File: config.mk
export PLATFORM = sky130hd
export DESIGN_NAME = cheat_code_string_decoder
export DESIGN_NICKNAME = d
export VERILOG_FILES = /design/src/rtl/core/ccsd_pkg.sv /design/src/rtl/core/ccsd_front.sv /design/src/rtl/core/ccsd_queue.sv /design/src/rtl/core/ccsd_back.sv /design/src/rtl/core/cheat_code_string_decoder.sv
export VERILOG_INCLUDE_DIRS = /design/src /design/src/rtl/core
export SDC_FILE = /design/constraint.sdc
export NUM_CORES = 1
export LEC_CHECK = 0
export ABC_AREA = 1
export ABC_CLOCK_PERIOD_IN_PS = 8200
export BUFFER_PORTS_ARGS = -buffer_cell sky130_fd_sc_hd__buf_2
export CAP_MARGIN = 5
export CORE_MARGIN = 10
export CORE_UTILIZATION = 55
export CTS_BUF_LIST = sky130_fd_sc_hd__clkbuf_16
export CTS_CLUSTER_SIZE = 16
export DETAILED_ROUTE_END_ITERATION = 6
export PLACE_DENSITY_LB_ADDON = 0.12
export SLEW_MARGIN = 20
export SYNTH_ARGS = -nofsm -noshare
export SYNTH_HDL_FRONTEND = slang
export SYNTH_HIERARCHICAL = 1
export SYNTH_SLANG_ARGS = --single-unit
File: constraint.sdc
create_clock -name clock -period 8.2 [get_ports clock]
set_input_delay 2.05 -clock clock [delete_from_list [all_inputs] [get_ports clock]]
set_output_delay 2.05 -clock clock [all_outputs]
set_load 0.01 [all_outputs]
File: src/rtl/core/cheat_code_string_decoder_macros.svh
// Assertion macros shared by the cheat code decoder RTL.
`ifndef CHEAT_CODE_STRING_DECODER_MACROS_SVH
`define CHEAT_CODE_STRING_DECODER_MACROS_SVH

// Same-cycle implication, disabled while in reset.
`define CCSD_ASSERT_SAME(label, clk, rst, ante, cons, msg) \
   label: assert property (@(posedge clk) disable iff (rst) (ante) |-> (cons)) \
      else $error(msg);

// Next-cycle implication, disabled while in reset.
`define CCSD_ASSERT_NEXT(label, clk, rst, ante, cons, msg) \
   label: assert property (@(posedge clk) disable iff (rst) (ante) |=> (cons)) \
      else $error(msg);

`endif

File: src/rtl/core/ccsd_pkg.sv
// Types and constants shared by the cheat code decoder modules.
package ccsd_pkg;

   localparam int unsigned NIBBLE_W    = 4;
   localparam int unsigned STORE_W     = 36;
   localparam int unsigned COUNT_W     = 4;
   localparam int unsigned MARKS_W     = 4;
   localparam logic [COUNT_W-1:0] MAX_DIGITS = 4'd9;

   // ASCII codes of interest
   localparam logic [7:0] ASCII_DASH    = 8'h2D;
   localparam logic [7:0] ASCII_COLON   = 8'h3A;
   localparam logic [7:0] ASCII_0       = 8'h30;
   localparam logic [7:0] ASCII_9       = 8'h39;
   localparam logic [7:0] ASCII_UPPER_A = 8'h41;
   localparam logic [7:0] ASCII_UPPER_F = 8'h46;
   localparam logic [7:0] ASCII_LOWER_A = 8'h61;
   localparam logic [7:0] ASCII_LOWER_F = 8'h66;

   // separator mark bit positions
   localparam int unsigned MARK_DASH3  = 0;
   localparam int unsigned MARK_DASH4  = 1;
   localparam int unsigned MARK_DASH6  = 2;
   localparam int unsigned MARK_COLON6 = 3;

   // decode constants
   localparam logic [3:0] GG_ADDR_XOR = 4'hF;
   localparam logic [7:0] GG_CMP_XOR  = 8'hBA;

   typedef enum logic [1:0] {
      CHAR_HEX   = 2'd0,
      CHAR_DASH  = 2'd1,
      CHAR_COLON = 2'd2,
      CHAR_OTHER = 2'd3
   } char_class_type;

   // one classified character, as it travels through the queue
   typedef struct packed {
      char_class_type      char_class;
      logic [NIBBLE_W-1:0] nibble;
      logic                final_char;
   } ccsd_word_type;

endpackage

File: src/rtl/core/ccsd_front.sv
// Front end: classifies each incoming character into a queue word.
module ccsd_front (
   input  logic [7:0]            character,
   input  logic                  final_char,
   output ccsd_pkg::ccsd_word_type word_out
);

   always_comb begin
      word_out.final_char = final_char;
      word_out.nibble     = '0;
      case (character) inside
         [ccsd_pkg::ASCII_0 : ccsd_pkg::ASCII_9]: begin
            word_out.char_class = ccsd_pkg::CHAR_HEX;
            word_out.nibble     = 4'(character - ccsd_pkg::ASCII_0);
         end
         [ccsd_pkg::ASCII_UPPER_A : ccsd_pkg::ASCII_UPPER_F]: begin
            word_out.char_class = ccsd_pkg::CHAR_HEX;
            word_out.nibble     = 4'(character - ccsd_pkg::ASCII_UPPER_A + 8'd10);
         end
         [ccsd_pkg::ASCII_LOWER_A : ccsd_pkg::ASCII_LOWER_F]: begin
            word_out.char_class = ccsd_pkg::CHAR_HEX;
            word_out.nibble     = 4'(character - ccsd_pkg::ASCII_LOWER_A + 8'd10);
         end
         ccsd_pkg::ASCII_DASH:  word_out.char_class = ccsd_pkg::CHAR_DASH;
         ccsd_pkg::ASCII_COLON: word_out.char_class = ccsd_pkg::CHAR_COLON;
         default:               word_out.char_class = ccsd_pkg::CHAR_OTHER;
      endcase
   end

endmodule

File: src/rtl/core/ccsd_queue.sv
// Small flop-based FIFO between the classifier and the decode back end.
`include "cheat_code_string_decoder_macros.svh"

module ccsd_queue #(
   parameter int unsigned DEPTH = 2
) (
   input  logic                    clock,
   input  logic                    reset,
   input  logic                    push_valid,
   output logic                    push_ready,
   input  ccsd_pkg::ccsd_word_type push_word,
   output logic                    pop_valid,
   input  logic                    pop_ready,
   output ccsd_pkg::ccsd_word_type pop_word
);

   localparam int unsigned PTR_W = $clog2(DEPTH);
   localparam int unsigned CNT_W = $clog2(DEPTH + 1);
   localparam logic [PTR_W-1:0] LAST_PTR = PTR_W'(DEPTH - 1);
   localparam logic [CNT_W-1:0] FULL_CNT = CNT_W'(DEPTH);

   ccsd_pkg::ccsd_word_type entries_ff [DEPTH];
   logic [PTR_W-1:0] wr_ptr_ff, wr_ptr_in;
   logic [PTR_W-1:0] rd_ptr_ff, rd_ptr_in;
   logic [CNT_W-1:0] count_ff,  count_in;
   logic             push, pop;

   assign push_ready = (count_ff != FULL_CNT);
   assign pop_valid  = (count_ff != '0);
   assign pop_word   = entries_ff[rd_ptr_ff];
   assign push       = push_valid && push_ready;
   assign pop        = pop_valid && pop_ready;

   always_comb begin
      wr_ptr_in = wr_ptr_ff;
      rd_ptr_in = rd_ptr_ff;
      count_in  = count_ff;
      if (push) begin
         wr_ptr_in = (wr_ptr_ff == LAST_PTR) ? '0 : wr_ptr_ff + 1'b1;
      end
      if (pop) begin
         rd_ptr_in = (rd_ptr_ff == LAST_PTR) ? '0 : rd_ptr_ff + 1'b1;
      end
      if (push && !pop) begin
         count_in = count_ff + 1'b1;
      end else if (pop && !push) begin
         count_in = count_ff - 1'b1;
      end
   end

   always_ff @(posedge clock) begin
      if (reset) begin
         wr_ptr_ff <= '0;
         rd_ptr_ff <= '0;
         count_ff  <= '0;
      end else begin
         wr_ptr_ff <= wr_ptr_in;
         rd_ptr_ff <= rd_ptr_in;
         count_ff  <= count_in;
      end
   end

   always_ff @(posedge clock) begin
      if (push) begin
         entries_ff[wr_ptr_ff] <= push_word;
      end
   end

   `CCSD_ASSERT_SAME(a_count_bound, clock, reset, 1'b1, count_ff <= FULL_CNT, "queue overfilled")
   `CCSD_ASSERT_NEXT(a_ptr_track, clock, reset, count_ff == '0 && !push, rd_ptr_ff == wr_ptr_ff, "queue pointers out of step when empty")

endmodule

File: src/rtl/core/ccsd_back.sv
// Back end: digit store, separator tracking, format check and result register.
`include "cheat_code_string_decoder_macros.svh"

module ccsd_back (
   input  logic                    clock,
   input  logic                    reset,
   input  logic                    word_valid,
   output logic                    word_ready,
   input  ccsd_pkg::ccsd_word_type word_in,
   output logic                    rsp_valid,
   input  logic                    rsp_ready,
   output logic                    rsp_code_ok,
   output logic                    rsp_code_kind,
   output logic [15:0]             rsp_patch_address,
   output logic [7:0]              rsp_new_value,
   output logic [7:0]              rsp_compare_value,
   output logic                    rsp_has_compare
);

   localparam logic [ccsd_pkg::COUNT_W-1:0] CNT_3 = 4'd3;
   localparam logic [ccsd_pkg::COUNT_W-1:0] CNT_4 = 4'd4;
   localparam logic [ccsd_pkg::COUNT_W-1:0] CNT_6 = 4'd6;
   localparam logic [ccsd_pkg::COUNT_W-1:0] CNT_8 = 4'd8;

   logic [ccsd_pkg::STORE_W-1:0] store_ff, store_in;
   logic [ccsd_pkg::COUNT_W-1:0] count_ff, count_in;
   logic [ccsd_pkg::MARKS_W-1:0] marks_ff, marks_in;
   logic                         bad_ff,   bad_in;
   logic                         rsp_valid_ff;
   logic                         ok_ff, kind_ff, has_cmp_ff;
   logic [15:0]                  addr_ff;
   logic [7:0]                   nv_ff, cmp_ff;

   logic [ccsd_pkg::MARKS_W-1:0] mark_sel;
   logic                         pop;
   logic                         ok_in, kind_in, has_cmp_in;
   logic [15:0]                  addr_in;
   logic [7:0]                   nv_in, cmp_in, gi, first_byte;
   logic                         gg_fmt, ar_fmt, kf_fmt;

   // a word is taken whenever the result register is free or being drained
   assign word_ready = !rsp_valid_ff || rsp_ready;
   assign pop        = word_valid && word_ready;

   // state update for one character
   always_comb begin
      store_in = store_ff;
      count_in = count_ff;
      marks_in = marks_ff;
      bad_in   = bad_ff;
      mark_sel = '0;
      case (word_in.char_class)
         ccsd_pkg::CHAR_HEX: begin
            if (count_ff >= ccsd_pkg::MAX_DIGITS) begin
               bad_in = 1'b1;
            end else begin
               store_in = {store_ff[ccsd_pkg::STORE_W-ccsd_pkg::NIBBLE_W-1:0], word_in.nibble};
               count_in = count_ff + 1'b1;
            end
         end
         ccsd_pkg::CHAR_DASH: begin
            if (count_ff == CNT_3) begin
               mark_sel[ccsd_pkg::MARK_DASH3] = 1'b1;
            end else if (count_ff == CNT_4) begin
               mark_sel[ccsd_pkg::MARK_DASH4] = 1'b1;
            end else if (count_ff == CNT_6) begin
               mark_sel[ccsd_pkg::MARK_DASH6] = 1'b1;
            end else begin
               bad_in = 1'b1;
            end
         end
         ccsd_pkg::CHAR_COLON: begin
            if (count_ff == CNT_6) begin
               mark_sel[ccsd_pkg::MARK_COLON6] = 1'b1;
            end else begin
               bad_in = 1'b1;
            end
         end
         default: bad_in = 1'b1;
      endcase
      // repeated separator at the same place
      if ((marks_ff & mark_sel) != '0) begin
         bad_in = 1'b1;
      end
      marks_in = marks_ff | mark_sel;
   end

   // format check on the state as it stands after the final character
   always_comb begin
      gi         = {store_in[11:8], store_in[3:0]};
      first_byte = store_in[31:24];
      gg_fmt = !bad_in && (count_in == ccsd_pkg::MAX_DIGITS)
               && !marks_in[ccsd_pkg::MARK_DASH4] && !marks_in[ccsd_pkg::MARK_COLON6];
      kf_fmt = !bad_in && (count_in == CNT_8)
               && ((marks_in & ~(4'b1 << ccsd_pkg::MARK_COLON6)) == '0);
      ar_fmt = !bad_in && (count_in == CNT_8) && (first_byte == 8'h00)
               && (((marks_in & ~(4'b1 << ccsd_pkg::MARK_COLON6)) == '0)
                   || ((marks_in & ~(4'b1 << ccsd_pkg::MARK_DASH4)) == '0));
      ok_in      = 1'b0;
      kind_in    = 1'b0;
      has_cmp_in = 1'b0;
      addr_in    = '0;
      nv_in      = '0;
      cmp_in     = '0;
      if (gg_fmt) begin
         ok_in      = 1'b1;
         has_cmp_in = 1'b1;
         nv_in      = store_in[35:28];
         addr_in    = {store_in[15:12] ^ ccsd_pkg::GG_ADDR_XOR, store_in[27:16]};
         cmp_in     = {gi[1:0], gi[7:2]} ^ ccsd_pkg::GG_CMP_XOR;
      end else if (ar_fmt || kf_fmt) begin
         ok_in   = 1'b1;
         addr_in = store_in[23:8];
         nv_in   = store_in[7:0];
         if (ar_fmt) begin
            kind_in = 1'b1;
         end else begin
            has_cmp_in = 1'b1;
            cmp_in     = first_byte;
         end
      end
   end

   always_ff @(posedge clock) begin
      if (reset) begin
         store_ff     <= '0;
         count_ff     <= '0;
         marks_ff     <= '0;
         bad_ff       <= 1'b0;
         rsp_valid_ff <= 1'b0;
      end else begin
         if (rsp_valid_ff && rsp_ready) begin
            rsp_valid_ff <= 1'b0;
         end
         if (pop) begin
            if (word_in.final_char) begin
               store_ff     <= '0;
               count_ff     <= '0;
               marks_ff     <= '0;
               bad_ff       <= 1'b0;
               rsp_valid_ff <= 1'b1;
            end else begin
               store_ff <= store_in;
               count_ff <= count_in;
               marks_ff <= marks_in;
               bad_ff   <= bad_in;
            end
         end
      end
   end

   always_ff @(posedge clock) begin
      if (pop && word_in.final_char) begin
         ok_ff      <= ok_in;
         kind_ff    <= kind_in;
         has_cmp_ff <= has_cmp_in;
         addr_ff    <= addr_in;
         nv_ff      <= nv_in;
         cmp_ff     <= cmp_in;
      end
   end

   assign rsp_valid         = rsp_valid_ff;
   assign rsp_code_ok       = ok_ff;
   assign rsp_code_kind     = kind_ff;
   assign rsp_patch_address = addr_ff;
   assign rsp_new_value     = nv_ff;
   assign rsp_compare_value = cmp_ff;
   assign rsp_has_compare   = has_cmp_ff;

   `CCSD_ASSERT_NEXT(a_final_clears, clock, reset, pop && word_in.final_char, rsp_valid_ff && count_ff == '0 && marks_ff == '0 && !bad_ff, "final word did not load result and clear state")
   `CCSD_ASSERT_SAME(a_bad_zero, clock, reset, rsp_valid_ff && !ok_ff, !kind_ff && !has_cmp_ff && addr_ff == '0 && nv_ff == '0 && cmp_ff == '0, "invalid result carries non-zero fields")
   `CCSD_ASSERT_SAME(a_count_max, clock, reset, 1'b1, count_ff <= ccsd_pkg::MAX_DIGITS, "digit count beyond nine")

endmodule

File: src/rtl/core/cheat_code_string_decoder.sv
// Top level of the cheat code string decoder.
// Cheat code string decoder. Takes a code string one ASCII character per word
// (hex digits in either case, '-' and ':' as separators) and, on the word
// flagged final_char, returns one result word: a game-genie style patch (nine
// digits, optional dashes after the 3rd and 6th), an action-replay patch ("00"
// plus six digits, optional ':' after six or '-' after four) or a six-plus-two
// patch with compare byte, checked in that order, else code_ok low with every
// other field zero. Non-final words give no result. Throughput is one
// character per clock while the rsp_ side keeps up: the classifier writes a
// small queue and the back end pulls one word a cycle unless a result waits,
// so the rate is set by that single queue read port. rsp_valid rises once
// the final character has passed through the queue entry and been decoded
// straight into the result register, and req_ready only drops when the
// queue fills behind a stalled rsp_ side.
// QUEUE_DEPTH sets the number of queued words and must be a power of two,
// two or more.
module cheat_code_string_decoder #(
   parameter int unsigned QUEUE_DEPTH = 2
) (
   input  logic        clock,
   input  logic        reset,
   // character input
   input  logic        req_valid,
   output logic        req_ready,
   input  logic [7:0]  req_character,
   input  logic        req_final_char,
   // decoded patch output
   output logic        rsp_valid,
   input  logic        rsp_ready,
   output logic        rsp_code_ok,
   output logic        rsp_code_kind,
   output logic [15:0] rsp_patch_address,
   output logic [7:0]  rsp_new_value,
   output logic [7:0]  rsp_compare_value,
   output logic        rsp_has_compare
);

   ccsd_pkg::ccsd_word_type front_word;  // classified character
   ccsd_pkg::ccsd_word_type queue_word;  // head of the queue
   logic                    queue_valid;
   logic                    queue_ready;

   // front: hex / dash / colon / other, plus the nibble value
   ccsd_front u_front (
      .character  (req_character),
      .final_char (req_final_char),
      .word_out   (front_word)
   );

   // queue: lets the front keep taking words while a result waits
   ccsd_queue #(
      .DEPTH (QUEUE_DEPTH)
   ) u_queue (
      .clock      (clock),
      .reset      (reset),
      .push_valid (req_valid),
      .push_ready (req_ready),
      .push_word  (front_word),
      .pop_valid  (queue_valid),
      .pop_ready  (queue_ready),
      .pop_word   (queue_word)
   );

   // back: digit store, separator marks, format check, result register
   ccsd_back u_back (
      .clock             (clock),
      .reset             (reset),
      .word_valid        (queue_valid),
      .word_ready        (queue_ready),
      .word_in           (queue_word),
      .rsp_valid         (rsp_valid),
      .rsp_ready         (rsp_ready),
      .rsp_code_ok       (rsp_code_ok),
      .rsp_code_kind     (rsp_code_kind),
      .rsp_patch_address (rsp_patch_address),
      .rsp_new_value     (rsp_new_value),
      .rsp_compare_value (rsp_compare_value),
      .rsp_has_compare   (rsp_has_compare)
   );

endmodule

### Yosys cells after proc, flatten, opt, wreduce, memory -nomap -nowiden

Memories as Yosys holds them, arrays and structs flattened. A register that Yosys moved wholly into a read port is not among the register bits.
Index checks and enable logic that the tools add are counted.
Widths: inputs -> output; s select.

| word-level totals | value |
|---|---|
| register bits | 85 |
| memory bits (writable) | 14 |
| input bits | 13 |
| output and inout port bits | 37 |
| logic and storage cells | 131 |
| memories | 1 |

Memories:

| memory | depth | bits a word | rd ports | clocked after memory_dff | write ports | RTL line | source |
|---|---|---|---|---|---|---|---|
| u_queue.entries_ff | 2 | 7 | 1 | 1 | 1 | ccsd_queue.sv:22 | `ccsd_pkg::ccsd_word_type entries_ff [DEPTH];` |

| cells by class | value |
|---|---|
| add/subtract/negate cells | 10 |
| order comparisons | 7 |
| equality and inequality tests | 10 |
| multiplexer cells | 51 |
| bitwise gates (word level) | 5 |
| reduce and logical (&&, ||, !) cells | 33 |

Operators with widths:

| kind | count |
|---|---|
| $mux 36 | 3 |
| $mux 8 | 5 |
| $mux 16 | 2 |
| $mux 4 | 7 |
| $mux 1 | 25 |
| $eq 8x6->1 const B | 2 |
| $ge 8x7->1 const B | 2 |
| $le 8x7->1 const B | 2 |
| $logic_and 1x1->1 | 16 |
| $mux 2 | 7 |
| $sub 4x1->4 const B | 3 |
| $add 4x4->4 const B | 2 |
| $eq 4x3->1 const B | 2 |
| $eq 4x4->1 const B | 2 |
| $ge 8x6->1 const B | 1 |
| $le 8x6->1 const B | 1 |
| $logic_not 4->1 | 2 |
| $logic_not 8->1 | 1 |
| $logic_not 1->1 | 6 |
| $not 5->5 | 1 |
| $add 4x1->4 const B | 1 |
| $and 4x4->4 | 1 |
| $eq 4x2->1 const B | 1 |
| $ge 4x4->1 const B | 1 |
| 16 further kinds | 20 |

### Depth between registers and ports, before layout

Gate-level depths: netlist of run 1.

| depth | value |
|---|---|
| depth in word-level cells | 15 |
| mapped depth | 17 |
| gate-level depth less buffers | 15 |

### By module

Netlist of run 1, hierarchy kept.

Modules (own cells, without submodules):

| module | times used | cells an instance | area each (um^2) | sequential area each (um^2) |
|---|---|---|---|---|
| ccsd_back | 1 | 525 | 4031.4 | 1971.9 |
| ccsd_queue | 1 | 59 | 754.5 | 520.5 |
| ccsd_front | 1 | 38 | 242.7 | 0.0 |

### Worst setup path before layout of run 1

No wires, ideal clock.

| timing | value |
|---|---|
| path kind | input -> register |
| start | in rsp_ready |
| end | reg u_back.kind_ff, in the netlist u_back/rsp_code_kind, enable pin |
| setup time | 427 ps |
| arrival time | 4068 ps |
| required time | 7773 ps |
| slack | 3705 ps |
| stages on the path | 5 |
| path buffers | 1 |
| cell sequence | inv_1 > nand2_1 > nand2_1 > clkbuf_1 > nor2_1 |

| between the ends | value |
|---|---|
| longest elaborated chain between the ends | 3 |

RTL lines:

| element | RTL line | source |
|---|---|---|
| start: declaration | cheat_code_string_decoder.sv:29 | `input logic rsp_ready,` |
| $logic_or 1x1->1 | ccsd_back.sv:42 | `assign word_ready = !rsp_valid_ff \|\| rsp_ready;` |
| named net queue_ready | cheat_code_string_decoder.sv:41 | `logic queue_ready;` |
| $logic_and 1x1->1 | ccsd_back.sv:43 | `assign pop = word_valid && word_ready;` |
| $logic_and 1x1->1 | ccsd_back.sv:153 | `if (pop && word_in.final_char) begin` |
| end signal: assignment | ccsd_back.sv:155 | `kind_ff <= kind_in;` |
| end: declaration | ccsd_back.sv:30 | `logic ok_ff, kind_ff, has_cmp_ff;` |

The timed path passes the listed nets, and every way through them passes these cells.
A chain may end at the register's enable or synchronous reset.

### Worst setup path after layout of run 1

| timing | value |
|---|---|
| start | in rsp_ready |
| end | reg u_back.cmp_ff[5], in the netlist u_back/rsp_compare_value[5], enable pin |

| between the ends | value |
|---|---|
| longest elaborated chain between the ends | 3 |

RTL lines:

| element | RTL line | source |
|---|---|---|
| $logic_or 1x1->1 | ccsd_back.sv:42 |  |
| named net queue_ready | cheat_code_string_decoder.sv:41 |  |
| $logic_and 1x1->1 | ccsd_back.sv:43 |  |
| $logic_and 1x1->1 | ccsd_back.sv:153 |  |
| end signal: assignment | ccsd_back.sv:159 | `cmp_ff <= cmp_in;` |
| end: declaration | ccsd_back.sv:32 | `logic [7:0] nv_ff, cmp_ff;` |

The timed path passes the listed nets, and every way through them passes these cells.

==> impl_summary.md, run 1 <==
CTS
The post-CTS resize count is 0. The clock slew seen by the registers of the worst setup and hold paths is 0.07 ns. For this design, the sink count on the clock tree is 100. The total of hold buffers inserted after clock tree synthesis is 0. At the later pin of the worst-skew pair, clock insertion delay measures between 0.3 and 0.4 ns. The worst-case clock buffer depth is 2. The cell sitting at the root of the clock tree is a sky130_fd_sc_hd__clkbuf_16. The number of clock buffers inserted by TritonCTS is 9. The clock tree from TritonCTS is yes. The post-CTS setup buffer count is 0.

The H-tree generated during clock tree synthesis spans 3 levels.

Setup path
The largest driver fanout on the critical path is 46. STA classifies the critical path endpoint as a register. The setup slack of the worst register-to-register path is 4.97 ns. Data on the critical path is required at its endpoint by about 8.2 ns. The last element of the critical path is u_back/rsp_compare_value[5].

On the critical path, the stage with the largest delay is an instance of sky130_fd_sc_hd__nand2_2. The depth of the most critical reg-to-reg path is 11. The category of the most critical setup path is input port to register. The worst register-to-register path ends at u_back/rsp_patch_address[9]. The critical path arrival is 3.57 ns. Tracing the worst setup path back leads to its startpoint at rsp_ready. The category of the worst setup path launch point is an input port. For this run, the slowest stage of the critical path takes approximately 0.55 ns. Walking the worst path, the cells encountered are buf_2, inv_1, nand2_1, nand2_2, nor2_2, buf_4.

Drt
The detailed router finished its first iteration with 254 violations. The final antenna-violating net count is 0. The total number of vias is 4086. For this run, design rule violations remaining after detail routing come to 0. The detailed-route wire length per cell is 14.3 microns.

Using the TritonRoute via totals, the vias-per-cell ratio works out to 5.31. Summed over all layers, the routed wires come to 11.0 mm. The first TritonRoute pass finished after 5 iterations.

Die
From left edge to right edge, the die measures 116 microns. The boundary pin count is 50. The area of the core is a little under 9000 sq um.

The full die area is between 10000 and 15000 sq um. The floorplan step set the die height to between 100 and 150 microns. The initial cell density of the core is approximately 57%. The initialized floorplan defines 34 standard-cell rows.

Finish
The multi-input logic area is 2170 sq um. The total inserted antenna cells is 0. The share of the core filled with cells in the final layout is 63.5%.

The ratio of cells with drive above 1 in the final layout is 18.6%. Leaving out fill and tap cells, the most frequent cell in the layout is sky130_fd_sc_hd__nand2_1. The final layout contains 680 nets. After filler insertion, the fill cell instance count of the layout stands at approximately 770.

The synthesis-to-layout area growth is 11.3%. In the layout the commonest cells are sky130_fd_sc_hd__nand2_1, sky130_fd_sc_hd__inv_1, sky130_fd_sc_hd__dfxtp_1. The combined flip-flop and latch cell area is 2490 sq um. The cell area after layout is 5600 sq um.

Synth
The number of enable-type register cells in the synthesized netlist is 49. The cell area that synthesis handed to floorplanning was 5030 sq um. Of all flip-flops after synthesis, the portion carrying an async set or reset was 0%. The cell type with the largest total area after synthesis is sky130_fd_sc_hd__edfxtp_1. The number of distinct library cells after synthesis is 33. The most used flip-flop cell after synthesis is sky130_fd_sc_hd__dfxtp_1. The total of warnings raised by yosys is 6. By area the synthesized netlist is led by sky130_fd_sc_hd__edfxtp_1, sky130_fd_sc_hd__dfxtp_1, sky130_fd_sc_hd__nand2_1. The part of the Yosys area used for sequential elements is 49.6%. After synthesis, the mean cell area works out to about 8 sq um.

The share of the synthesized area in the top cell type is 29.3%. After technology mapping, the gate count stands at 622. The post-synthesis net count is 645. The count of state elements after synthesis is 100.

STA
The final critical delay including setup and external delays is between 3 and 4 ns. The number of endpoints failing setup at the final stage is 0. The final number of hold-violating endpoints is 0. The total negative slack is 0 ns. The post-route clock period utilization is a little over two fifths.

The number of max-slew violations in the final report is 0. Measured against its own limit, the worst slew margin works out to 38.2%. Setup slack on the critical path of the routed design comes to 4.62 ns.

The final clock skew is 0.00879 ns. Derived from the worst setup path, the maximum achievable clock frequency is 280 MHz. At the pin with the least slew margin, the transition time is 0.924 ns. Setup repair after global routing left no endpoint under its margin.

Global route
Global routing used 3.20% of the available met3 tracks. The first-pass GRT wire length is 17.8 mm. The initial antenna violation count came to 0. The global routing usage summed across all routing layers is 16.3%. Global routing consumed, on the met1 layer, 19.6% of the routing resources. The global-route track usage on met2 is 28.6%. Entering global routing, the biggest net connects 55 pins. The global routing's busiest layer is met2.

Summed over all layers, the global routing overflow is 0. The number of global-route vias before repair is about 3900.

Power and ir drop
The highest ir drop seen on vdd is 257 uV. Summed over all cells, the static leakage comes to 2.48 nW. The proportion of total power due to net switching is between 30% and 40%. For this design the total switching power over the nets is 0.512 mW.

The internal cell power is 0.967 mW. The clock network is responsible for 30.0% of the overall power. In this run, flip-flops and latches consume 43.6% of the power. The post-layout total power is 1.48 mW. Dividing total power by cell area gives a power density of 264 nW/um^2. The power share of the combinational group is 26.4%.

Run
The count of maximum capacitance violations is 0.

Place
The count of buffers added on input and output ports is 49. In this run the cell area measured after placement is 5280 sq um. Summed over all nets, the half-perimeter wirelength after detailed placement is 7.58 mm. The pre-CTS worst setup slack is 4.30 ns. The routability congestion estimate is 0.829.

Outcome
The run finished with clean final reports.

Hold path
The worst min-delay path category is register to register.
==> worst min-delay path by stage <==
| stage | startpoint | endpoint | slack, ns | cells after the start |
|---|---|---|---|---|
| after floorplan | u_back/store_ff[32] | u_back/store_ff[32] | 0.44 | 2 |
| after global placement | u_back/store_ff[2] | u_back/store_ff[2] | 0.45 | 2 |
| after detailed placement | u_back/store_ff[2] | u_back/store_ff[2] | 0.46 | 2 |
| after CTS | u_back/store_ff[2] | u_back/store_ff[2] | 0.47 | 2 |
| after global routing | u_back/store_ff[3] | u_back/store_ff[3] | 0.49 | 2 |
| final | u_back/store_ff[33] | u_back/store_ff[33] | 0.47 | 2 |
==> registers in the layout (all words and copies together) (netlist names), named ones only <==
signal,count
u_queue/rd_ptr_ff,1
u_back/rsp_patch_address,16
u_back/rsp_has_compare,1
u_back/marks_ff,4
u_back/rsp_new_value,8
u_back/rsp_code_ok,1
u_back/count_ff,4
u_back/rsp_code_kind,1
u_back/rsp_valid,1
u_queue/count_ff,2
u_queue/wr_ptr_ff,1
u_back/bad_ff,1
u_back/store_ff,36
u_back/rsp_compare_value,8
u_queue/entries_ff,14
==> per-stage QoR <==
stage,hold slack [ns],cells
finish,0.469,770
CTS,0.470,770
global route,0.492,770
global placement,0.453,754
floorplan,0.442,622
detailed placement,0.459,754
==> Yosys cell counts, types with 3 or more instances <==
library cell,count
sky130_fd_sc_hd__o21ai_0,24
sky130_fd_sc_hd__clkbuf_1,14
sky130_fd_sc_hd__nand3_1,31
sky130_fd_sc_hd__a21oi_1,50
sky130_fd_sc_hd__nor2_1,38
sky130_fd_sc_hd__buf_2,7
sky130_fd_sc_hd__nand2_4,3
sky130_fd_sc_hd__nand2_1,223
sky130_fd_sc_hd__nand4_1,4
sky130_fd_sc_hd__dfxtp_1,51
sky130_fd_sc_hd__ha_1,10
sky130_fd_sc_hd__mux2_2,20
sky130_fd_sc_hd__nand2_2,21
sky130_fd_sc_hd__edfxtp_1,49
sky130_fd_sc_hd__inv_1,55
==> power by group through the flow <==
stage          sequential, mW  combinational, mW  clock, mW
3_5_place_dp            0.657              0.390          0
6_report                0.645              0.390      0.444
5_1_grt                 0.654              0.428      0.477
3_3_place_gp            0.654              0.381          0
4_1_cts                 0.647              0.391      0.450
2_1_floorplan           0.680              0.241          0
==> cell type report <==
type | instances | area share, %
Timing Repair Buffer | 51 | 4.65
Inverter | 58 | 3.91
Multi-Input combinational cell | 437 | 38.8
Clock buffer | 9 | 4.03
Tap cell | 108 | 2.42
Sequential cell | 100 | 44.5
Clock inverter | 7 | 1.70
==> kinds of logic (layout without fill, tap and decap cells) <==
family          count (synthesis)  after routing  share of synthesized area (%)
simple gates                  329            329                           28.1
flops                         100            100                           49.6
buf+inv                        85            125                           7.46
compound gates                 77             77                           7.69
mux                            21             21                           4.68
fa+ha+maj                      10             10                           2.49
==> worst max-delay path: cells and delay by family <==
family	cells	cell delay (ns)
and+or+nand+nor	3	0.94
buffers and inverters	3	0.54
==> per-layer routing <==
layer / vias up / wire (microns)
met5: - / 0
met4: 0 / 157
met3: 13 / 689
met2: 108 / 5440
met1: 1896 / 4740
li1: 2069 / -
Power figures use the tool's default switching activity.
==> run 2: changes to the inputs <==
--- a/config.mk
+++ b/config.mk
@@ -7,7 +7,7 @@
 export NUM_CORES = 1
 export LEC_CHECK = 0
 export ABC_AREA = 1
-export ABC_CLOCK_PERIOD_IN_PS = 8200
+export ABC_CLOCK_PERIOD_IN_PS = 3650
 export BUFFER_PORTS_ARGS = -buffer_cell sky130_fd_sc_hd__buf_2
 export CAP_MARGIN = 5
 export CORE_MARGIN = 10
==> constraint.sdc (replaced) <==
create_clock -name clock -period 3.65 [get_ports clock]
set_input_delay 0.9125 -clock clock [delete_from_list [all_inputs] [get_ports clock]]
set_output_delay 0.9125 -clock clock [all_outputs]
set_load 0.01 [all_outputs]
==> run 2 against run 1 <==
  * Clock power increased by 100%
  * Utilization decreased by 0.34 points
  * Count of clock-buffer cells in the layout unchanged
  * Non-clock buffer count increased by 2
  * Wire length decreased by 1.0%
  * Power increased by 120%
  * Combinational power increased by 130%
  * Clock skew increased by 0.0011 ns
  * Final cell count increased by 0.26%
  * Via count increased by 0.15%
  * Largest cell class unchanged
==> impl_summary.md, run 2 (synthesis results as in run 1) <==
Global route
For this run the aggregate overflow at the end of global routing stands at 0. The global routing usage summed across all routing layers is 16.4%. The first global-routing pass estimated 17.8 mm of wire.

The number of global-route vias before repair is 3763. The initial antenna violation count came to 0. The pin count of the biggest net entering global routing is 55.

Power and ir drop
The analysis attributes to net switching a power of 1.12 mW. The share of total power in the clock network is 27.5%. The total power divided by cell area is 579 nW/um^2. VDD sags by at most 544 uV.

The post-layout total power is 3.22 mW. The proportion of total power due to net switching is 34.9%. The internal portion of the total power is ~2.1 mW. The static leakage is 2.47 nW. The power share of the combinational group is 27.5%. Of the total power, registers draw ~45%.

Drt
The starting DRC count in detailed routing is about 320. Dividing the detail-routed wire length by the instance count gives 14.1 microns. The detailed-route wire length is 10.9 mm.

The detailed-route vias per instance is between 5 and 6. The total number of vias is 4092. The first-pass iteration count of the detailed router is 5.

The final antenna-violating net count is 0. After detailed routing, the number of remaining DRC violations is 0.

CTS
Once the clock tree was built, the setup fixing pass inserted 0 buffers. The worst-case clock buffer depth is 2. The post-CTS resize count is 0.

The later pin in the worst-skew pair is clocked with a latency of 0.34 ns. The tree is rooted in a sky130_fd_sc_hd__clkbuf_16. The number of clock sinks seen by CTS is 100. CTS built an H-tree with a depth of 3. In this run, post-CTS hold repair placed 0 buffers. After clock tree synthesis, the clock-pin slew on the worst setup and hold paths is 0.07 ns. TritonCTS built the clock tree. The number of clock buffers inserted by TritonCTS is 9.

Finish
The register with the most flip-flops in the layout has 36 of them. Compared with the post-synthesis result, the final layout area differs by 10.7%. The share of the core filled with cells in the final layout is between 60% and 70%. The largest register by flop count is u_back/store_ff. The net count of the finished layout is between 600 and 700.

The ratio of cells with drive above 1 in the final layout is approximately 18%. The number of non-filler instances in the completed layout is 772. The library cell used most frequently in the layout, excluding fill and tap cells, is sky130_fd_sc_hd__nand2_1. The cell area after layout is 5570 sq um.

0 antenna diodes ended up in the layout. The top cell types in the final layout, fill and taps aside, are sky130_fd_sc_hd__nand2_1, sky130_fd_sc_hd__inv_1, sky130_fd_sc_hd__dfxtp_1.

STA
The final clock skew is 0.00989 ns. For this run, the top clock speed supported by timing is about 330 MHz. The total negative slack is 0 ns. The final critical delay including setup and external delays is 3.02 ns. The final hold slack is 0.468 ns. The worst-case setup margin in the final layout is 0.629 ns. The number of endpoints failing setup at the final stage is 0. Setup repair after global routing left no endpoint under its margin. The final number of hold-violating endpoints is 0. The post-route clock period utilization is around 83%. The worst pin sits at a relative slew slack of 60.9%.

The number of max-slew violations in the final report is 0. The transition time of the tightest slew-check pin is between 0.5 and 0.6 ns.

Place
The count of input and output buffers is 49. After detailed placement, the total cell area comes to roughly 5300 sq um. Before CTS, the worst setup slack after placement is 0.704 ns. The number of placed instances, taps included, is 756. The placed wire-length estimate is 7.78 mm. The routability congestion estimate is 0.853.

Die
The die covers 13400 sq um. The initial cell density of the core is 57.1%. The die is about 120 microns tall.

After floorplanning, the core was sized to cover 8810 sq um. During I/O placement, the number of pins put on the boundary was 50. Measured along the x axis, the die boundary spans between 100 and 150 microns.

The initialized floorplan defines 34 standard-cell rows.

Setup path
The worst setup path is captured at a register. The category of the worst setup path launch point is a register. Data on the critical path arrives at its endpoint at roughly 3.2 ns. The category of the most critical setup path is register to register. Of all nets on the critical path, the largest fanout is 54. At the worst endpoint, the required time is approximately 3.9 ns.

Hold path
The worst min-delay path category is register to register. The startpoint of the most critical hold path is u_back/store_ff[2].

Run
The count of maximum capacitance violations is 0.

Outcome
The flow ran to the end, and the final reports show no timing, DRC or antenna violations.
==> run 2: changes by cell type in the layout (fill, tap and decap cells not counted) <==
cell                         change
sky130_fd_sc_hd__inv_8           -1
sky130_fd_sc_hd__nand2_2         -1
sky130_fd_sc_hd__clkinv_4        -1
sky130_fd_sc_hd__inv_1           +1
sky130_fd_sc_hd__inv_6           +1
sky130_fd_sc_hd__clkinvlp_4      +1
sky130_fd_sc_hd__clkinv_8        -1
sky130_fd_sc_hd__clkinv_1        +1
sky130_fd_sc_hd__bufinv_16       -1
sky130_fd_sc_hd__nand2_1         +1
sky130_fd_sc_hd__buf_4           +2
==> run 2: final timing paths <==
kind	end	slack (ns)	cells after the start
hold / removal	u_back/store_ff[2]	0.47	2
setup reg to reg	u_back/rsp_new_value[5]	0.63	12
setup / recovery	u_back/rsp_new_value[5]	0.63	12
hold reg to reg	u_back/store_ff[2]	0.47	2
==> run 2: worst max-delay path: stages, from the launching register on <==
cell and delay [ns]:
sky130_fd_sc_hd__dfxtp_1 0.50, sky130_fd_sc_hd__mux2_2 0.42, sky130_fd_sc_hd__nor2_4 0.31, sky130_fd_sc_hd__nand2_4 0.38, sky130_fd_sc_hd__nand2_1 0.17, sky130_fd_sc_hd__nand2_1 0.16, sky130_fd_sc_hd__nor2_1 0.14, sky130_fd_sc_hd__nand2_1 0.07
sky130_fd_sc_hd__nor2_2 0.17, sky130_fd_sc_hd__nand2_2 0.11, sky130_fd_sc_hd__nand2_4 0.25, sky130_fd_sc_hd__nand2_2 0.09, sky130_fd_sc_hd__nand2_1 0.09
==> run 2: layout make-up <==
class,count,area [sq um]
Tap cell,108,135
Clock buffer,9,225
Timing Repair Buffer,53,275
Multi-Input combinational cell,437,2170
Fill cell,765,3240
Clock inverter,7,52.6
Sequential cell,100,2490
Inverter,58,219
==> run 2: power by group through the flow <==
stage               sequential, mW  clock, mW  combinational, mW
floorplan                     1.53          0              0.541
global route                  1.47      0.956              0.988
CTS                           1.45      0.904              0.899
detailed placement            1.48          0              0.892
finish                        1.45      0.887              0.886
global placement              1.47          0              0.877
==> run 2: layer usage <==
metal / part of all wire, % / track usage (%) / up-vias
met4: 1.8 / 5.75 / 0
met2: 47 / 27.4 / 107
met5: 0 / 0 / -
met1: 45 / 20.5 / 1893
met3: 6.2 / 3.72 / 19
li1: - / - / 2073
==> run 3: changes to the inputs <==
--- a/config.mk
+++ b/config.mk
@@ -6,12 +6,12 @@
 export SDC_FILE = /design/constraint.sdc
 export NUM_CORES = 1
 export LEC_CHECK = 0
-export ABC_AREA = 1
-export ABC_CLOCK_PERIOD_IN_PS = 3650
+export ABC_AREA = 0
+export ABC_CLOCK_PERIOD_IN_PS = 2700
 export BUFFER_PORTS_ARGS = -buffer_cell sky130_fd_sc_hd__buf_2
 export CAP_MARGIN = 5
 export CORE_MARGIN = 10
-export CORE_UTILIZATION = 55
+export CORE_UTILIZATION = 54
 export CTS_BUF_LIST = sky130_fd_sc_hd__clkbuf_16
 export CTS_CLUSTER_SIZE = 16
 export DETAILED_ROUTE_END_ITERATION = 6
==> constraint.sdc (replaced) <==
create_clock -name clock -period 2.7 [get_ports clock]
set_input_delay 0.675 -clock clock [delete_from_list [all_inputs] [get_ports clock]]
set_output_delay 0.675 -clock clock [all_outputs]
set_load 0.01 [all_outputs]
==> run 3 against run 2 <==
  * Clock power grew 52%
  * Wire length increased by 23%
  * Synthesized area is 6.0% higher
  * Worst setup slack got worse by 0.53 ns
  * Die area increased by 6.6%
  * Sequential power grew 32%
  * Largest cell class is now multi-input combinational cells
  * Sequential share of layout area fell by 4.3 points
==> impl_summary.md, run 3 <==
Setup path
The category of the most critical setup path is register to register. Data arrives at the worst endpoint at 2.74 ns. The worst register-to-register path has a setup slack of 0.1 ns.

At the worst endpoint, the required time is 2.83 ns. The worst setup path is captured at a register. The largest driver fanout on the critical path is 25. The worst setup path is launched from a register.

Synth
After synthesis, the most frequently instantiated cells are sky130_fd_sc_hd__nor2_1, sky130_fd_sc_hd__dfxtp_1, sky130_fd_sc_hd__edfxtp_1. Sequential elements use 46.8% of the synthesized area. The cell type with the largest total area after synthesis is sky130_fd_sc_hd__edfxtp_1.

The total of warnings raised by yosys is 6. Sorting the synthesized cells by area gives the leading types as sky130_fd_sc_hd__edfxtp_1, sky130_fd_sc_hd__dfxtp_1, sky130_fd_sc_hd__mux2_2. The share of synthesized cell area in and, or, nand and nor gates is 14.5%. The synthesized netlist devotes 2.35% of its cell area to adder and majority cells. The number of different library cells used by synthesis comes to 67. Synthesis produced 500 cells.

Multiplexer cells account for 8.83% of the synthesized area. The area fraction in compound gates after synthesis is 20.6%. When the netlist entered floorplanning its net count stood at 523. The share of the synthesized area in the top cell type is 27.6%. The most common cell in the synthesized netlist is sky130_fd_sc_hd__nor2_1. The most common flop cell mapped by yosys is sky130_fd_sc_hd__dfxtp_1. The largest family of logic cells by synthesized area is compound AO/OA/AOI/OAI gates. The count of state elements after synthesis is 100. For this run, asynchronously set or reset flops after synthesis account for 0%.

The mean post-synth cell area is 10.7 sq um. After Yosys synthesis, XOR and XNOR cells account for 0.657% of the synthesized area. The number of enable-type register cells in the synthesized netlist is 49. The post-synthesis instance area is 5330 sq um.

Finish
The flip-flop count of the largest register after layout is 36. Counting flops per register, the top entry is u_back/store_ff. The final layout contains 565 nets.

The leading cell type in the layout, fill and taps excluded is sky130_fd_sc_hd__nor2_1. The share of the core filled with cells in the final layout is 63.6%. In the final layout, the share of cells above drive strength 1 is 29.1%.

The area growth from synthesis to layout is 15.6%. The total inserted antenna cells is 0. The top cell types in the final layout, fill and taps aside, are sky130_fd_sc_hd__nor2_1, sky130_fd_sc_hd__buf_2, sky130_fd_sc_hd__dfxtp_1, sky130_fd_sc_hd__edfxtp_1, sky130_fd_sc_hd__inv_1.

Hold path
The tightest min-delay check is of the register to register type.

Drt
The met3 wire length is 981 microns. The highest routing layer actually used is met4. The detailed-route wire length is 13.5 mm. After detailed routing, the met2 layer carries 6.11 mm of wire.

The detailed-route vias per instance is around 6.2. In this run the remaining antenna-violating nets after routing total 0. The final route contains 4206 vias. The number of DRC violations after detailed routing is 0. The met1 layer wirelength in the final routing is 6.21 mm. After detailed routing, the average wire length per cell comes to 19.8 microns. The starting DRC count in detailed routing is 386. The first-pass iteration count of the detailed router is 5.

Global route
The initial antenna violation count came to 0. Entering global routing, the biggest net connects 39 pins. The residual overflow from global routing is 0.

In the global route stage, overall resource usage came out at a little under a fifth. The number of global-route vias before repair is around 4100. The first-pass GRT wire length is 21.6 mm.

Outcome
The run finished with clean final reports.

Place
The routability congestion estimate is 0.935. In this run the tool buffered the top-level ports with 49 buffer cells. The placed wire-length estimate is 9.35 mm.

Power and ir drop
In this run the power density over the cells is 773 nW/um^2. The static leakage is between 2 and 2.5 nW. The worst-case IR drop observed on VDD is 690 uV.

CTS
Post-CTS timing repair inserted 0 buffers for setup. The number of clock sinks seen by CTS is 100. The H-tree was split into 3 levels.

After clock tree synthesis, the clock-pin slew on the worst setup and hold paths is 0.07 ns. In this run the deepest clock path goes through 2 buffers. The buffer cell driving the clock tree root is sky130_fd_sc_hd__clkbuf_16. The post-CTS resize count is 0. The total of hold buffers inserted after clock tree synthesis is 0.

The clock tree from TritonCTS is yes. The number of clock buffers inserted by TritonCTS is 9. The clock latency at the later pin of the worst-skew pair is ~0.34 ns.

Run
Max-cap violations in this run came to 0.

Die
The x dimension of the die is 119 microns. The initial cell density of the core is 55.0%. After floorplanning, the core was divided into 36 placement rows.

The floorplan step defined a die boundary enclosing 14200 sq um. The area of the core is 9680 sq um. The floorplan step set the die height to 119 microns. 50 I/O pins were placed.

STA
For the final routed database, the setup TNS stands at 0 ns. Dividing the final minimum period by the clock period gives 96.5%. The number of max-slew violations in the final report is 0. Measured against its own limit, the worst slew margin works out to 41.5%. Setup violations remaining at the end of the flow were counted as 0. The timing-limited maximum frequency is 384 MHz. After layout, the minimum clock period comes to 2.60 ns. The final number of hold-violating endpoints came to 0. The transition time of the tightest slew-check pin is 0.872 ns. Clock skew on the completed layout was measured at roughly 0.0075 ns.
## run 3: cell count changes in the layout (fill, tap and decap cells not counted), sizes merged, moves of 9 or more
| cell | before | now |
|---|---|---|
| a21oi | 50 | 14 |
| a22oi | 0 | 30 |
| buf | 53 | 73 |
| inv | 61 | 34 |
| mux2 | 20 | 32 |
| mux2i | 1 | 11 |
| nand2 | 247 | 14 |
| nand3 | 32 | 4 |
| nand4 | 5 | 24 |
| nor2 | 41 | 53 |
| o21ai | 26 | 11 |
| o32ai | 0 | 9 |
| o41ai | 0 | 24 |
## run 3: critical path, stage by stage, from the launching register on
cell                       delay, ns
sky130_fd_sc_hd__dfxtp_1        0.36
sky130_fd_sc_hd__mux2_2         0.40
sky130_fd_sc_hd__and4bb_1       0.24
sky130_fd_sc_hd__a311oi_2       0.35
sky130_fd_sc_hd__nand2_1        0.11
sky130_fd_sc_hd__or3_1          0.37
sky130_fd_sc_hd__buf_12         0.20
sky130_fd_sc_hd__o41ai_1        0.36
## run 3: cells by family (layout without fill, tap and decap cells)
logic type                 Yosys count  count (layout)
AOI/OAI and AO/OA                  125             125
xor gates and xnor gates             4               4
adders and majority gates           10              10
buffers and inverters               75             122
DFF                                100             100
muxes                               43              43
and+or+nand+nor                    143             143
## run 3: final timing paths
check | end | cells past startpoint | from
worst max-delay path | u_back/rsp_new_value[1] | 7 | register
worst min-delay path | u_back/count_ff[0] | 2 | u_back/count_ff[0]
worst max register to register | u_back/rsp_new_value[1] | 7 | register
worst min register to register | u_back/count_ff[0] | 2 | u_back/count_ff[0]
## run 3: final cells by class
type | count | area [sq um]
repair buffers | 73 | 513
fillers | 821 | 3520
multi-input cells | 325 | 2540
well taps | 133 | 166
flip-flops and latches | 100 | 2490
clock buffers | 12 | 300
inverters | 33 | 124
clock inverters | 4 | 23.8
## run 3: through the flow
stage          setup slack [ns]  total power, mW  instance area (sq um)  hold WS (ns)  instances
6_report                 0.0951             4.76                   6160         0.503        680
5_1_grt                -0.00382             4.97                   6160         0.519        680
4_1_cts                  0.0115             4.76                   6130         0.507        680
3_5_place_dp             0.0238             3.41                   5810         0.493        664
3_3_place_gp             0.0941             3.39                   5810         0.485        664
2_1_floorplan            0.0546             2.91                   5330         0.459        500
## run 3: routing by layer
metal / GRT usage [%] / up-vias
li1: - / 1988
met1: 24.8 / 2039
met2: 29.3 / 162
met3: 4.68 / 17
met4: 4.98 / 0
met5: 0 / -
## run 3: report_power, final
part           switching (mW)  leakage (nW)  internal (mW)  total [mW]
clock network           0.559         0.164          0.792        1.35
registers              0.0836         0.876           1.83        1.91
logic                   0.993          1.32          0.504        1.50
total                    1.64          2.36           3.13        4.76
